--- config.mk ---
export PLATFORM = sky130hd
export DESIGN_NAME = capture_linear_resampler
export DESIGN_NICKNAME = d
export VERILOG_FILES = /design/src/design/clr_pkg.sv /design/src/design/clr_queue.sv /design/src/design/clr_front.sv /design/src/design/clr_back.sv /design/src/design/capture_linear_resampler.sv
export VERILOG_INCLUDE_DIRS = /design/src /design/src/design
export SDC_FILE = /design/constraint.sdc
export NUM_CORES = 2
export LEC_CHECK = 0
export ABC_AREA = 1
export BUFFER_PORTS_ARGS = -buffer_cell sky130_fd_sc_hd__buf_2
export CORE_AREA = 2 2 484 486
export CTS_CLUSTER_DIAMETER = 30
export DETAILED_ROUTE_END_ITERATION = 16
export DIE_AREA = 0 0 486 488
export PLACE_DENSITY = 0.55
export SYNTH_ARGS = -nofsm -noshare
export SYNTH_HDL_FRONTEND = slang
export SYNTH_SLANG_ARGS = --single-unit
--- constraint.sdc ---
create_clock -name i_clk -period 18.88 [get_ports i_clk]
set_input_delay 2.832 -clock i_clk [delete_from_list [all_inputs] [get_ports i_clk]]
set_output_delay 2.832 -clock i_clk [all_outputs]
set_load 0.02 [all_outputs]
--- src/design/capture_linear_resampler_macros.svh ---
// Assertion helpers shared by the resampler modules.
// Each macro checks a property on the rising edge of the given clock,
// and is switched off while the active-low synchronous reset is held.
`ifndef CAPTURE_LINEAR_RESAMPLER_MACROS_SVH
`define CAPTURE_LINEAR_RESAMPLER_MACROS_SVH

`ifndef SYNTHESIS

// Same-cycle implication: when ante holds, cons must hold too.
`define CLR_ASSERT_IMPL(name, clk, rst_n, ante, cons) \
    name: assert property (@(posedge clk) disable iff (!rst_n) (ante) |-> (cons)) \
        else $error("assertion failed: same-cycle implication");

// Next-cycle implication: when ante holds, cons must hold in the next cycle.
`define CLR_ASSERT_NEXT(name, clk, rst_n, ante, cons) \
    name: assert property (@(posedge clk) disable iff (!rst_n) (ante) |=> (cons)) \
        else $error("assertion failed: next-cycle implication");

`else

`define CLR_ASSERT_IMPL(name, clk, rst_n, ante, cons)
`define CLR_ASSERT_NEXT(name, clk, rst_n, ante, cons)

`endif

`endif

--- src/design/clr_pkg.sv ---
`default_nettype none

package clr_pkg;

    // Default values for the top-level parameters.
    localparam int MAX_UPSAMPLE_RATIO_DEF  = 32;
    localparam int PHASE_FRACTION_BITS_DEF = 32;

    // Fixed widths of the phase, the samples and the configuration port.
    localparam int PHASE_W    = 38;
    localparam int SAMPLE_W   = 32;
    localparam int CFG_IDX_W  = 3;
    localparam int CFG_DATA_W = 38;
    localparam int INTERP_W   = 16;

    // Depth of the queue between the front and the back.
    localparam int QUEUE_DEPTH = 2;
    localparam int QPTR_W      = $clog2(QUEUE_DEPTH);
    localparam int QCNT_W      = $clog2(QUEUE_DEPTH + 1);

    // Configuration register indexes.
    localparam logic [CFG_IDX_W-1:0] CFG_PHASE_STEP     = 3'd0;
    localparam logic [CFG_IDX_W-1:0] CFG_DEVICE_IS_S16  = 3'd1;
    localparam logic [CFG_IDX_W-1:0] CFG_DEVICE_IS_MONO = 3'd2;
    localparam logic [CFG_IDX_W-1:0] CFG_STREAM_IS_S16  = 3'd3;
    localparam logic [CFG_IDX_W-1:0] CFG_STREAM_IS_MONO = 3'd4;

    // Device frame as it arrives.
    typedef struct packed {
        logic signed [SAMPLE_W-1:0] in_left;
        logic signed [SAMPLE_W-1:0] in_right;
    } t_in_frame;

    // Resampled stream frame.
    typedef struct packed {
        logic signed [SAMPLE_W-1:0] out_left;
        logic signed [SAMPLE_W-1:0] out_right;
        logic                       last_of_run;
    } t_out_frame;

    // Device frame after widening to 32-bit stereo.
    typedef struct packed {
        logic signed [SAMPLE_W-1:0] left;
        logic signed [SAMPLE_W-1:0] right;
    } t_wide_frame;

    // Configuration registers as seen by the front and the back.
    typedef struct packed {
        logic [PHASE_W-1:0] phase_step;
        logic               device_is_s16;
        logic               device_is_mono;
        logic               stream_is_s16;
        logic               stream_is_mono;
    } t_cfg;

    // Sequencer states of the back.
    typedef enum logic [1:0] {
        S_IDLE,
        S_MUL,
        S_EMIT
    } t_back_state;

endpackage

`default_nettype wire

--- src/design/clr_queue.sv ---
`default_nettype none

module clr_queue (
    input  wire logic                 i_clk,
    input  wire logic                 i_rst_n,
    input  wire logic                 i_push,
    input  wire clr_pkg::t_wide_frame i_push_data,
    output logic                      o_full,
    input  wire logic                 i_pop,
    output logic                      o_not_empty,
    output clr_pkg::t_wide_frame      o_pop_data
);

`include "capture_linear_resampler_macros.svh"

    clr_pkg::t_wide_frame              r_mem [clr_pkg::QUEUE_DEPTH];
    logic [clr_pkg::QPTR_W-1:0]        r_wr_ptr;
    logic [clr_pkg::QPTR_W-1:0]        r_rd_ptr;
    logic [clr_pkg::QCNT_W-1:0]        r_count;
    logic [clr_pkg::QPTR_W-1:0]        n_wr_ptr;
    logic [clr_pkg::QPTR_W-1:0]        n_rd_ptr;
    logic [clr_pkg::QCNT_W-1:0]        n_count;

    assign o_full      = (r_count == clr_pkg::QCNT_W'(clr_pkg::QUEUE_DEPTH));
    assign o_not_empty = (r_count != '0);
    assign o_pop_data  = r_mem[r_rd_ptr];

    // Pointer and fill level updates, wrapping at the queue depth.
    always_comb begin
        n_wr_ptr = r_wr_ptr;
        n_rd_ptr = r_rd_ptr;
        n_count  = r_count;
        if (i_push) begin
            n_wr_ptr = (r_wr_ptr == clr_pkg::QPTR_W'(clr_pkg::QUEUE_DEPTH - 1))
                       ? '0 : r_wr_ptr + 1'b1;
        end
        if (i_pop) begin
            n_rd_ptr = (r_rd_ptr == clr_pkg::QPTR_W'(clr_pkg::QUEUE_DEPTH - 1))
                       ? '0 : r_rd_ptr + 1'b1;
        end
        if (i_push && !i_pop) begin
            n_count = r_count + 1'b1;
        end else if (i_pop && !i_push) begin
            n_count = r_count - 1'b1;
        end
    end

    always_ff @(posedge i_clk) begin
        if (!i_rst_n) begin
            r_wr_ptr <= '0;
            r_rd_ptr <= '0;
            r_count  <= '0;
        end else begin
            r_wr_ptr <= n_wr_ptr;
            r_rd_ptr <= n_rd_ptr;
            r_count  <= n_count;
        end
    end

    // Entry storage.
    always_ff @(posedge i_clk) begin
        if (i_push) begin
            r_mem[r_wr_ptr] <= i_push_data;
        end
    end

    `CLR_ASSERT_IMPL(a_no_pop_when_empty, i_clk, i_rst_n, i_pop, r_count != '0)
    `CLR_ASSERT_IMPL(a_fill_in_range, i_clk, i_rst_n, 1'b1, r_count <= clr_pkg::QCNT_W'(clr_pkg::QUEUE_DEPTH))

endmodule

`default_nettype wire

--- src/design/clr_front.sv ---
`default_nettype none

module clr_front (
    input  wire logic                 i_in_valid,
    output logic                      o_in_stall,
    input  wire clr_pkg::t_in_frame   i_in_data,
    input  wire clr_pkg::t_cfg        i_cfg,
    input  wire logic                 i_queue_full,
    output logic                      o_push,
    output clr_pkg::t_wide_frame      o_push_data
);

    logic signed [clr_pkg::SAMPLE_W-1:0] wide_left;
    logic signed [clr_pkg::SAMPLE_W-1:0] wide_right;

    // A transaction is taken whenever the queue has room.
    assign o_in_stall = i_queue_full;
    assign o_push     = i_in_valid && !i_queue_full;

    // Widen 16-bit device samples into the top half; a mono device copies left.
    always_comb begin
        if (i_cfg.device_is_s16) begin
            wide_left  = {i_in_data.in_left[15:0], 16'h0000};
            wide_right = {i_in_data.in_right[15:0], 16'h0000};
        end else begin
            wide_left  = i_in_data.in_left;
            wide_right = i_in_data.in_right;
        end
        o_push_data.left  = wide_left;
        o_push_data.right = i_cfg.device_is_mono ? wide_left : wide_right;
    end

endmodule

`default_nettype wire

--- src/design/clr_back.sv ---
`default_nettype none

module clr_back #(
    parameter int MAX_UPSAMPLE_RATIO  = clr_pkg::MAX_UPSAMPLE_RATIO_DEF,
    parameter int PHASE_FRACTION_BITS = clr_pkg::PHASE_FRACTION_BITS_DEF
) (
    input  wire logic                 i_clk,
    input  wire logic                 i_rst_n,
    input  wire clr_pkg::t_cfg        i_cfg,
    input  wire logic                 i_not_empty,
    input  wire clr_pkg::t_wide_frame i_frame,
    output logic                      o_pop,
    output logic                      o_out_valid,
    input  wire logic                 i_out_stall,
    output clr_pkg::t_out_frame       o_out_data
);

`include "capture_linear_resampler_macros.svh"

    localparam int CNT_W  = $clog2(MAX_UPSAMPLE_RATIO + 1);
    localparam int SW     = clr_pkg::SAMPLE_W;
    localparam int PW     = clr_pkg::PHASE_W;
    localparam int DIFF_W = SW + 1;
    localparam int PROD_W = DIFF_W + clr_pkg::INTERP_W + 1;
    localparam logic [PW-1:0] WHOLE_FRAME = PW'(1) << PHASE_FRACTION_BITS;
    localparam logic [PW-1:0] PHASE_MAX   = '1;

    clr_pkg::t_back_state        r_state, n_state;
    logic [PW-1:0]               r_phase, n_phase;
    logic [CNT_W-1:0]            r_cnt, n_cnt;
    logic                        r_last, n_last;
    logic                        r_use_new, n_use_new;
    logic signed [SW-1:0]        r_prev_l, n_prev_l;
    logic signed [SW-1:0]        r_prev_r, n_prev_r;
    logic signed [SW-1:0]        r_new_l, n_new_l;
    logic signed [SW-1:0]        r_new_r, n_new_r;
    logic signed [PROD_W-1:0]    r_prod_l, n_prod_l;
    logic signed [PROD_W-1:0]    r_prod_r, n_prod_r;
    logic                        r_out_valid, n_out_valid;
    clr_pkg::t_out_frame         r_out, n_out;

    logic [PW:0]                        phase_sum;
    logic [PW-1:0]                      phase_next;
    logic [PW-1:0]                      phase_wrapped;
    logic [clr_pkg::INTERP_W-1:0]       frac_top;
    logic signed [DIFF_W-1:0]           diff_l;
    logic signed [DIFF_W-1:0]           diff_r;
    logic signed [PROD_W-1:0]           mul_l;
    logic signed [PROD_W-1:0]           mul_r;
    logic signed [SW+1:0]               interp_l;
    logic signed [SW+1:0]               interp_r;
    logic signed [SW-1:0]               samp_l;
    logic signed [SW-1:0]               samp_r;
    logic signed [SW:0]                 pair_sum;
    logic signed [SW:0]                 pair_avg;
    logic signed [SW-1:0]               mixed_l;
    logic signed [SW-1:0]               mixed_r;
    logic                               slot_free;
    logic                               in_run;

    // Phase stepping: saturating add, then whole-frame removal at the end of a run.
    assign phase_sum     = {1'b0, r_phase} + {1'b0, i_cfg.phase_step};
    assign phase_next    = phase_sum[PW] ? PHASE_MAX : phase_sum[PW-1:0];
    assign phase_wrapped = (r_phase >= WHOLE_FRAME) ? (r_phase - WHOLE_FRAME) : '0;
    assign in_run        = (r_phase <= WHOLE_FRAME);

    // Interpolation products between the previous and the new frame.
    assign frac_top = r_phase[PHASE_FRACTION_BITS-1 -: clr_pkg::INTERP_W];
    assign diff_l   = DIFF_W'(r_new_l) - DIFF_W'(r_prev_l);
    assign diff_r   = DIFF_W'(r_new_r) - DIFF_W'(r_prev_r);
    assign mul_l    = diff_l * $signed({1'b0, frac_top});
    assign mul_r    = diff_r * $signed({1'b0, frac_top});

    // Sample selection and floor-shifted interpolation; results stay in 32 bits.
    assign interp_l = r_use_new ? (SW+2)'(r_new_l)
                    : (SW+2)'(r_prev_l) + r_prod_l[PROD_W-1 -: SW+2];
    assign interp_r = r_use_new ? (SW+2)'(r_new_r)
                    : (SW+2)'(r_prev_r) + r_prod_r[PROD_W-1 -: SW+2];
    assign samp_l   = interp_l[SW-1:0];
    assign samp_r   = interp_r[SW-1:0];

    // Mono average truncated toward zero.
    assign pair_sum = (SW+1)'(samp_l) + (SW+1)'(samp_r);
    assign pair_avg = (pair_sum + (SW+1)'(pair_sum[SW])) >>> 1;
    assign mixed_l  = i_cfg.stream_is_mono ? pair_avg[SW-1:0] : samp_l;
    assign mixed_r  = i_cfg.stream_is_mono ? pair_avg[SW-1:0] : samp_r;

    assign slot_free   = !r_out_valid || !i_out_stall;
    assign o_out_valid = r_out_valid;
    assign o_out_data  = r_out;

    // Sequencer: take a frame, then alternate multiply and emit per output until the run ends.
    always_comb begin
        n_state     = r_state;
        n_phase     = r_phase;
        n_cnt       = r_cnt;
        n_last      = r_last;
        n_use_new   = r_use_new;
        n_prev_l    = r_prev_l;
        n_prev_r    = r_prev_r;
        n_new_l     = r_new_l;
        n_new_r     = r_new_r;
        n_prod_l    = r_prod_l;
        n_prod_r    = r_prod_r;
        n_out       = r_out;
        n_out_valid = r_out_valid && i_out_stall;
        o_pop       = 1'b0;
        unique case (r_state)
            clr_pkg::S_IDLE: begin
                if (i_not_empty) begin
                    o_pop   = 1'b1;
                    n_new_l = i_frame.left;
                    n_new_r = i_frame.right;
                    n_cnt   = '0;
                    n_state = clr_pkg::S_MUL;
                end
            end
            clr_pkg::S_MUL: begin
                if (in_run) begin
                    n_prod_l  = mul_l;
                    n_prod_r  = mul_r;
                    n_use_new = (r_phase == WHOLE_FRAME);
                    n_last    = (r_cnt == CNT_W'(MAX_UPSAMPLE_RATIO - 1))
                                || (phase_next > WHOLE_FRAME);
                    n_cnt     = r_cnt + 1'b1;
                    n_phase   = phase_next;
                    n_state   = clr_pkg::S_EMIT;
                end else begin
                    // Run ends with no output for this frame.
                    n_phase  = phase_wrapped;
                    n_prev_l = r_new_l;
                    n_prev_r = r_new_r;
                    n_state  = clr_pkg::S_IDLE;
                end
            end
            clr_pkg::S_EMIT: begin
                if (slot_free) begin
                    n_out_valid       = 1'b1;
                    n_out.out_left    = i_cfg.stream_is_s16 ? (mixed_l >>> 16) : mixed_l;
                    n_out.out_right   = i_cfg.stream_is_s16 ? (mixed_r >>> 16) : mixed_r;
                    n_out.last_of_run = r_last;
                    if (r_last) begin
                        n_phase  = phase_wrapped;
                        n_prev_l = r_new_l;
                        n_prev_r = r_new_r;
                        n_state  = clr_pkg::S_IDLE;
                    end else begin
                        n_state  = clr_pkg::S_MUL;
                    end
                end
            end
            default: begin
                n_state = clr_pkg::S_IDLE;
            end
        endcase
    end

    always_ff @(posedge i_clk) begin
        if (!i_rst_n) begin
            r_state     <= clr_pkg::S_IDLE;
            r_phase     <= WHOLE_FRAME;
            r_prev_l    <= '0;
            r_prev_r    <= '0;
            r_out_valid <= 1'b0;
        end else begin
            r_state     <= n_state;
            r_phase     <= n_phase;
            r_prev_l    <= n_prev_l;
            r_prev_r    <= n_prev_r;
            r_out_valid <= n_out_valid;
        end
    end

    // Working registers of the current frame.
    always_ff @(posedge i_clk) begin
        r_cnt     <= n_cnt;
        r_last    <= n_last;
        r_use_new <= n_use_new;
        r_new_l   <= n_new_l;
        r_new_r   <= n_new_r;
        r_prod_l  <= n_prod_l;
        r_prod_r  <= n_prod_r;
        r_out     <= n_out;
    end

    `CLR_ASSERT_IMPL(a_emit_count_in_range, i_clk, i_rst_n, r_state == clr_pkg::S_EMIT, (r_cnt != '0) && (r_cnt <= CNT_W'(MAX_UPSAMPLE_RATIO)))
    `CLR_ASSERT_IMPL(a_idle_phase_reduced, i_clk, i_rst_n, r_state == clr_pkg::S_IDLE, r_phase <= (PHASE_MAX - WHOLE_FRAME))
    `CLR_ASSERT_IMPL(a_output_from_emit, i_clk, i_rst_n, $rose(r_out_valid), $past(r_state) == clr_pkg::S_EMIT)

endmodule

`default_nettype wire

--- src/design/capture_linear_resampler.sv ---
// Capture-side linear-interpolation sample-rate converter.
// Input channel: one device stereo frame per transaction (i_in_valid, o_in_stall,
// i_in_data). Output channel: resampled stream frames (o_out_valid, i_out_stall,
// o_out_data); last_of_run marks the final frame caused by one input frame, and
// an input frame may cause none.
// Configuration: write i_cfg_data to register i_cfg_index while i_cfg_we is high;
// write only while the block is idle. Indexes past the last register are ignored.
// A front stage widens each device frame and places it in a two-entry queue; a
// back sequencer takes one frame at a time from the queue in its idle state, then
// passes through a multiply state and an emit state for each output, at most 32
// outputs at the default cap; a frame that causes none leaves the multiply state
// for idle without emitting. An input frame's first output passes through the
// queue, the idle take, the multiply state and the output register that the emit
// state loads.
// Reset (synchronous, active low) empties the queue, restores the configuration,
// idles the back, sets the phase to a whole frame and zeroes the previous frame.
// A stall on the output holds the registered result; the back waits in its emit
// cycle, and the queue keeps taking input frames until it is full.
`default_nettype none

module capture_linear_resampler #(
    parameter int MAX_UPSAMPLE_RATIO  = clr_pkg::MAX_UPSAMPLE_RATIO_DEF,
    parameter int PHASE_FRACTION_BITS = clr_pkg::PHASE_FRACTION_BITS_DEF
) (
    input  wire logic                                i_clk,
    input  wire logic                                i_rst_n,
    input  wire logic                                i_in_valid,
    output logic                                     o_in_stall,
    input  wire clr_pkg::t_in_frame                  i_in_data,
    output logic                                     o_out_valid,
    input  wire logic                                i_out_stall,
    output clr_pkg::t_out_frame                      o_out_data,
    input  wire logic                                i_cfg_we,
    input  wire logic [clr_pkg::CFG_IDX_W-1:0]       i_cfg_index,
    input  wire logic [clr_pkg::CFG_DATA_W-1:0]      i_cfg_data
);

    clr_pkg::t_cfg           r_cfg;
    clr_pkg::t_cfg           n_cfg;
    clr_pkg::t_wide_frame    push_data;
    clr_pkg::t_wide_frame    pop_data;
    logic                    push;
    logic                    pop;
    logic                    queue_full;
    logic                    queue_not_empty;

    // Configuration register writes.
    always_comb begin
        n_cfg = r_cfg;
        if (i_cfg_we) begin
            unique case (i_cfg_index)
                clr_pkg::CFG_PHASE_STEP:     n_cfg.phase_step     = i_cfg_data[clr_pkg::PHASE_W-1:0];
                clr_pkg::CFG_DEVICE_IS_S16:  n_cfg.device_is_s16  = i_cfg_data[0];
                clr_pkg::CFG_DEVICE_IS_MONO: n_cfg.device_is_mono = i_cfg_data[0];
                clr_pkg::CFG_STREAM_IS_S16:  n_cfg.stream_is_s16  = i_cfg_data[0];
                clr_pkg::CFG_STREAM_IS_MONO: n_cfg.stream_is_mono = i_cfg_data[0];
                default: begin
                    n_cfg = r_cfg;
                end
            endcase
        end
    end

    always_ff @(posedge i_clk) begin
        if (!i_rst_n) begin
            r_cfg.phase_step     <= clr_pkg::PHASE_W'(1) << PHASE_FRACTION_BITS;
            r_cfg.device_is_s16  <= 1'b0;
            r_cfg.device_is_mono <= 1'b0;
            r_cfg.stream_is_s16  <= 1'b0;
            r_cfg.stream_is_mono <= 1'b0;
        end else begin
            r_cfg <= n_cfg;
        end
    end

    clr_front u_front (
        .i_in_valid   (i_in_valid),
        .o_in_stall   (o_in_stall),
        .i_in_data    (i_in_data),
        .i_cfg        (r_cfg),
        .i_queue_full (queue_full),
        .o_push       (push),
        .o_push_data  (push_data)
    );

    clr_queue u_queue (
        .i_clk       (i_clk),
        .i_rst_n     (i_rst_n),
        .i_push      (push),
        .i_push_data (push_data),
        .o_full      (queue_full),
        .i_pop       (pop),
        .o_not_empty (queue_not_empty),
        .o_pop_data  (pop_data)
    );

    clr_back #(
        .MAX_UPSAMPLE_RATIO  (MAX_UPSAMPLE_RATIO),
        .PHASE_FRACTION_BITS (PHASE_FRACTION_BITS)
    ) u_back (
        .i_clk       (i_clk),
        .i_rst_n     (i_rst_n),
        .i_cfg       (r_cfg),
        .i_not_empty (queue_not_empty),
        .i_frame     (pop_data),
        .o_pop       (pop),
        .o_out_valid (o_out_valid),
        .i_out_stall (i_out_stall),
        .o_out_data  (o_out_data)
    );

endmodule

`default_nettype wire
# Word level (Yosys, flattened, before mapping)
# Memories as Yosys holds them, arrays and structs flattened. A register that Yosys moved wholly into a read port is not among the register bits.
# Index checks and enable logic that the tools add are counted.
# totals
mem_count	1
word_cells	124
regBits	320
ram_bits	128
output_inout_bits	67
input_bits	110
# op_classes
n_mul	2
n_eq_ne	14
n_reduce_logical	29
n_addsub	13
mux	41
n_lt_le_gt_ge	3
# memory_table
name	depth	word_bits	read_ports	rd_ports_with_merged_regs	wr	line	text
u_queue.r_mem	2	64	1	1	1	clr_queue.sv:16	clr_pkg::t_wide_frame r_mem [clr_pkg::QUEUE_DEPTH];
# ops
cell	n
$mux W32	13
$mux W38	5
$pmux W32 S2	2
$mul A33 B17 Y48	2
$pmux W38 S2	1
$sub A32 B32 Y33	2
$add A32 B32 Y32	2
$mux W31	2
$add A38 B38 Y39	1
$eq A38 B33 Y1 const B	1
$ge A38 B33 Y1 const B	1
$gt A38 B33 Y1 const B	1
$le A38 B33 Y1 const B	1
$sub A38 B33 Y38 const B	1
$add A32 B32 Y33	1
$add A33 B1 Y33	1
$reduce_and A2 Y1	9
$mux W6	2
$pmux W6 S2	1
$mux W2	5
$mux W1	9
$reduce_bool A2 Y1	4
$add A6 B1 Y6 const B	1
$eq A3 B2 Y1 const B	2
other kinds (18)	32

# Logic depth before layout (Yosys ltp)
# depth
ltp_word	7
mapped_depth	44
mapped_depth_nobuf	44

# By module
# Synthesis repeated with hierarchy kept, for this count alone.
# unflattened
hier_cells	9172
area_unflattened_um2	70244.9
# modules_own_cells
mod	area_per_inst_um2	seq_area_each_um2	instances	cells_per_inst
clr_back	62149.6	8137.8	1	8399
clr_queue	5148.7	3943.8	1	234
capture_linear_resampler	1829.3	840.8	1	279
clr_front	1117.3	0.0	1	260

# Worst setup path after synthesis
# No wires, ideal clock.
# synth_path
path_kind	reg2reg
start	register u_back.r_new_l[0]
end	register u_back.r_prod_l[46], data pin
setup_ns	0.252
slack_ns	11.241
arrival_ns	7.386
n_path_buf	2
period_less_slack_ns	7.639
stages_incl_launch_ff	40
t_required_ns	18.628
path_cell_list	edfxtp_1 -> inv_1 -> ha_1 -> fa_1 -> inv_1 -> nand2_1 -> nand2_1 -> o21ai_1 -> o21bai_1 -> nand2_1 -> nand2_1 -> a21oi_1 -> o21bai_1 -> nand2_1 -> nand3_1 -> and2_1 -> buf_2 -> inv_1 -> [... 4 more ...] -> fa_1 -> buf_1 -> xnor2_1 -> xor2_1 -> fa_1 -> fa_1 -> inv_1 -> fa_1 -> inv_1 -> ha_1 -> a21oi_1 -> inv_1 -> a21oi_1 -> nor4_1 -> a2111oi_0 -> nand2_1 -> nand2_1 -> nand2_1
# synth_via
elab_chain_cells	2
# synth_rtl
element	line	text
start: declaration	clr_back.sv:35	logic signed [SW-1:0] r_new_l, n_new_l;
start signal: assignment	clr_back.sv:179	r_new_l <= n_new_l;
$sub A32 B32 Y33	clr_back.sv:69	assign diff_l = DIFF_W'(r_new_l) - DIFF_W'(r_prev_l);
$mul A33 B17 Y48	clr_back.sv:71	assign mul_l = diff_l * $signed({1'b0, frac_top});
via u_back.mul_l[46]	clr_back.sv:48	logic signed [PROD_W-1:0] mul_l;
end signal: assignment	clr_back.sv:181	r_prod_l <= n_prod_l;
end: declaration	clr_back.sv:37	logic signed [PROD_W-1:0] r_prod_l, n_prod_l;
# The timed path passes the listed nets, and every way through them passes these cells.
# A chain may end at the register's enable or synchronous reset.

# Worst setup path in the final report
# layout_path
start	register u_back.r_new_l[0]
end	register u_back.r_prod_l[43], data pin
# The elaborated chain is that of the path after synthesis.

==> out/results.tsv <==
stage	metric	value	unit
run_status	status	finished, final reports clean	
yosys	Mapped Avg Cell Area	7.559	µm²
route	Routed Antenna Nets	0	
die	IO Pins	177	
setup_path	Worst Path Required	19360	ps
route	WL met3	16.41	mm
timing	Least-Margin Pin Slew	1299	ps
yosys	area share of the largest cell type after synthesis	0.2812	
setup_path	CP max stage delay	910	ps
timing	Final Hold Viols	0	
clock_tree	total CTS buffers	114	
setup_path	cell family with most CP delay	adder cells	
clock_tree	H-tree lvl count	3	
place	GP Congestion	0.9645	
die	core area	231900	µm²
die	initial core utilization	0.2988	
yosys	synth top area cells	fa_1 28%, edfxtp_1 14%, nand2_1 11%	
timing	setup TNS	0	ps
final_layout	commonest cells after routing, fill and taps aside	2006 x nand2_1, 1895 x inv_1, 1036 x nor2_1	
die	Die Ht	488	µm
clock_tree	# hold bufs at CTS	0	
yosys	Ys Warns	0	
global_route	vias in the first global route	63090	
timing	number of setup violations in the final report	0	
global_route	first-pass GRT wire length	393.5	mm
timing	clk_skew	126.2	ps
min_path	worst hold path class	flop to flop	
route	DRC marker count from the first detailed-route iteration	5247	
yosys	Post-Syn Area	69280	µm²
final_layout	most common cell after layout, fill and taps aside	nand2_1	
setup_path	Worst R2R Path Depth	35	
final_layout	utilization after layout	0.3347	
clock_tree	CTS tree	yes	
die	die footprint	237200	µm²
final_layout	Area growth, synth to finish	12.01	%
run	Max Cap Violations	0	
clock_tree	Max Root-Sink Buffers	3	
route	via count	61630	
clock_tree	Root Driver	clkbuf_16	
yosys	Net Count, Synth	10680	
die	row count	177	
timing	Final Max Slew Viols	0	
yosys	Main synth FF type	edfxtp_1	
setup_path	Slowest cell on crit path	xor2_1	
setup_path	crit path max fanout	9	
route	DRT Pass-1 Iters	7	
place	DP HPWL	214.1	mm
setup_path	total stage count of the critical path	35	
power_and_ir_drop	Leak Pwr	38.18	nW
global_route	GR Overflow Total	0	
route	DRC Markers	0	
yosys	Synth async-reset ratio	0	
final_layout	proportion of layout cells with a drive suffix above 1	0.06923	
clock_tree	worst skew pair latency	810	ps
yosys	register bit total from synthesis	480	
timing	Final period util	0.5109	
final_layout	Total Nets Final	10780	
setup_path	CP bufs+invs	7	
route	top routing layer used	met4	
yosys	Post-Syn Instances	9164	
yosys	post-synthesis sequential area ratio	0.1862	
power_and_ir_drop	PwrDens	196.7	nW/µm²
clock_tree	Clock Pin Slew Worst Setup and Hold Paths	50	ps
global_route	largest net degree at the start of global routing	126	
route	final wirelength	262.3	mm
route	met2 WL	122.3	mm
route	vias per cell	4.969	
clock_tree	post-CTS setup buffer count	0	
place	PortBufs	176	
global_route	GRT Overall Usage	0.2196	
yosys	count of different cell masters after synthesis	58	
clock_tree	Sink Count	480	
setup_path	crit path kind	flop to flop	
setup_path	crit start category	flop	
timing	fin crit period	9645	ps
yosys	Synth area leader	fa_1	
min_path	WHS Path Cells	2	
setup_path	Arr. time, crit path	10120	ps
global_route	initial antenna violation count	6	
route	DR WL/cell	21.15	µm
timing	Hold Slack	416.7	ps
timing	max frequency	103.7	MHz
timing	RSZ-0062 raised after global routing	no	
route	met1 WL	114.7	mm
die	die width	486	µm
yosys	Post-synth EDFFs	329	
timing	max_slew headroom	0.1248	
setup_path	endpoint class of the critical path	flop	
power_and_ir_drop	maximum vdd drop	0.1219	mV
clock_tree	CTS resizes	0	
[worst register-to-register path: cells and delay by family (launching register included)]
kind	cells	cell delay, ps
compound gates	6	1510
flops	1	320
fa+ha+maj	9	3890
buf+inv	7	960
simple gates	11	1710
xor+xnor	2	970
[synthesized netlist by cell type (9+ instances only)]
cell and instances:
xor2_1 108, nor4_1 20, fa_1 973, o21bai_1 28
dfxtp_1 151, edfxtp_1 329, nand2_1 2007, xnor2_1 70
buf_1 14, ha_1 432, a31oi_1 39, a21oi_1 504
a21boi_0 13, buf_2 24, clkbuf_1 236, nor2_2 15
a21o_1 22, nor3_1 60, o221ai_1 9, o21ai_0 452
inv_1 1899, clkinv_1 15, o21a_1 20, a221oi_1 19
nand3_1 363, o211ai_1 17, or2_2 118, o21ai_1 16
inv_2 10, nand3b_1 12, nand4_1 71, nor2_1 1039
[stage by stage]
| step | power [mW] | instances | worst slack [ps] | instance area, µm² |
|---|---|---|---|---|
| after floorplan | 8.866 | 9164 | 11240 | 69280 |
| after global placement | 13.04 | 12190 | 9335 | 73630 |
| after detailed placement | 13.10 | 12190 | 9336 | 73630 |
| after CTS | 15.17 | 12400 | 9276 | 77590 |
| after global routing | 16.47 | 12400 | 8769 | 77590 |
| final | 15.27 | 12400 | 9235 | 77600 |
[kinds of logic after synthesis]
kind of cell	Yosys count	share of synthesized area
AOI/OAI and AO/OA	1163	0.09105
buffers and inverters	2200	0.1199
and+or+nand+nor	3736	0.2207
xor gates and xnor gates	180	0.02297
adders and majority gates	1405	0.3592
DFF	480	0.1862
[path summary, 6_finish.rpt]
kind | start | to | slack, ps
worst min register to register | u_queue.r_mem[0][22] | u_back.r_new_r[22] | 420
worst min-delay path | u_queue.r_mem[0][22] | u_back.r_new_r[22] | 420
worst max register to register | u_back.r_new_l[0] | u_back.r_prod_l[43] | 9240
worst max-delay path | u_back.r_new_l[0] | u_back.r_prod_l[43] | 9240
[report_power, final]
group	switching, mW	internal, mW
registers	0.259	1.58
clock network	0.700	1.30
logic	8.22	3.20
[final cells by class]
class,count,area (µm²)
fill,24450,154300
multi-input combinational,6484,48170
sequential,480,12910
inverter,1924,7224
tap,3043,3807
clock buffer,133,2974
timing repair buffer,259,1506
clock inverter,80,993.5
antenna,1,2.502
[state kept, by name (all words and copies together), names as in the netlist, 6 cells and up]
register and count:
r_cfg 42, u_back.o_out_data 65, u_back.r_cnt 6, u_back.r_new_l 32, u_back.r_new_r 32, u_back.r_phase 38
u_back.r_prev_l 32, u_back.r_prev_r 32, u_back.r_prod_l 32, u_back.r_prod_r 32, u_queue.r_mem 128
[metal layers]
layer	track usage	vias to the layer above
li1	-	28470
met1	0.2944	30480
met2	0.3662	2276
met3	0.02791	408
met4	0.07052	0
met5	0	-
(Power assumes the default switching activity.)
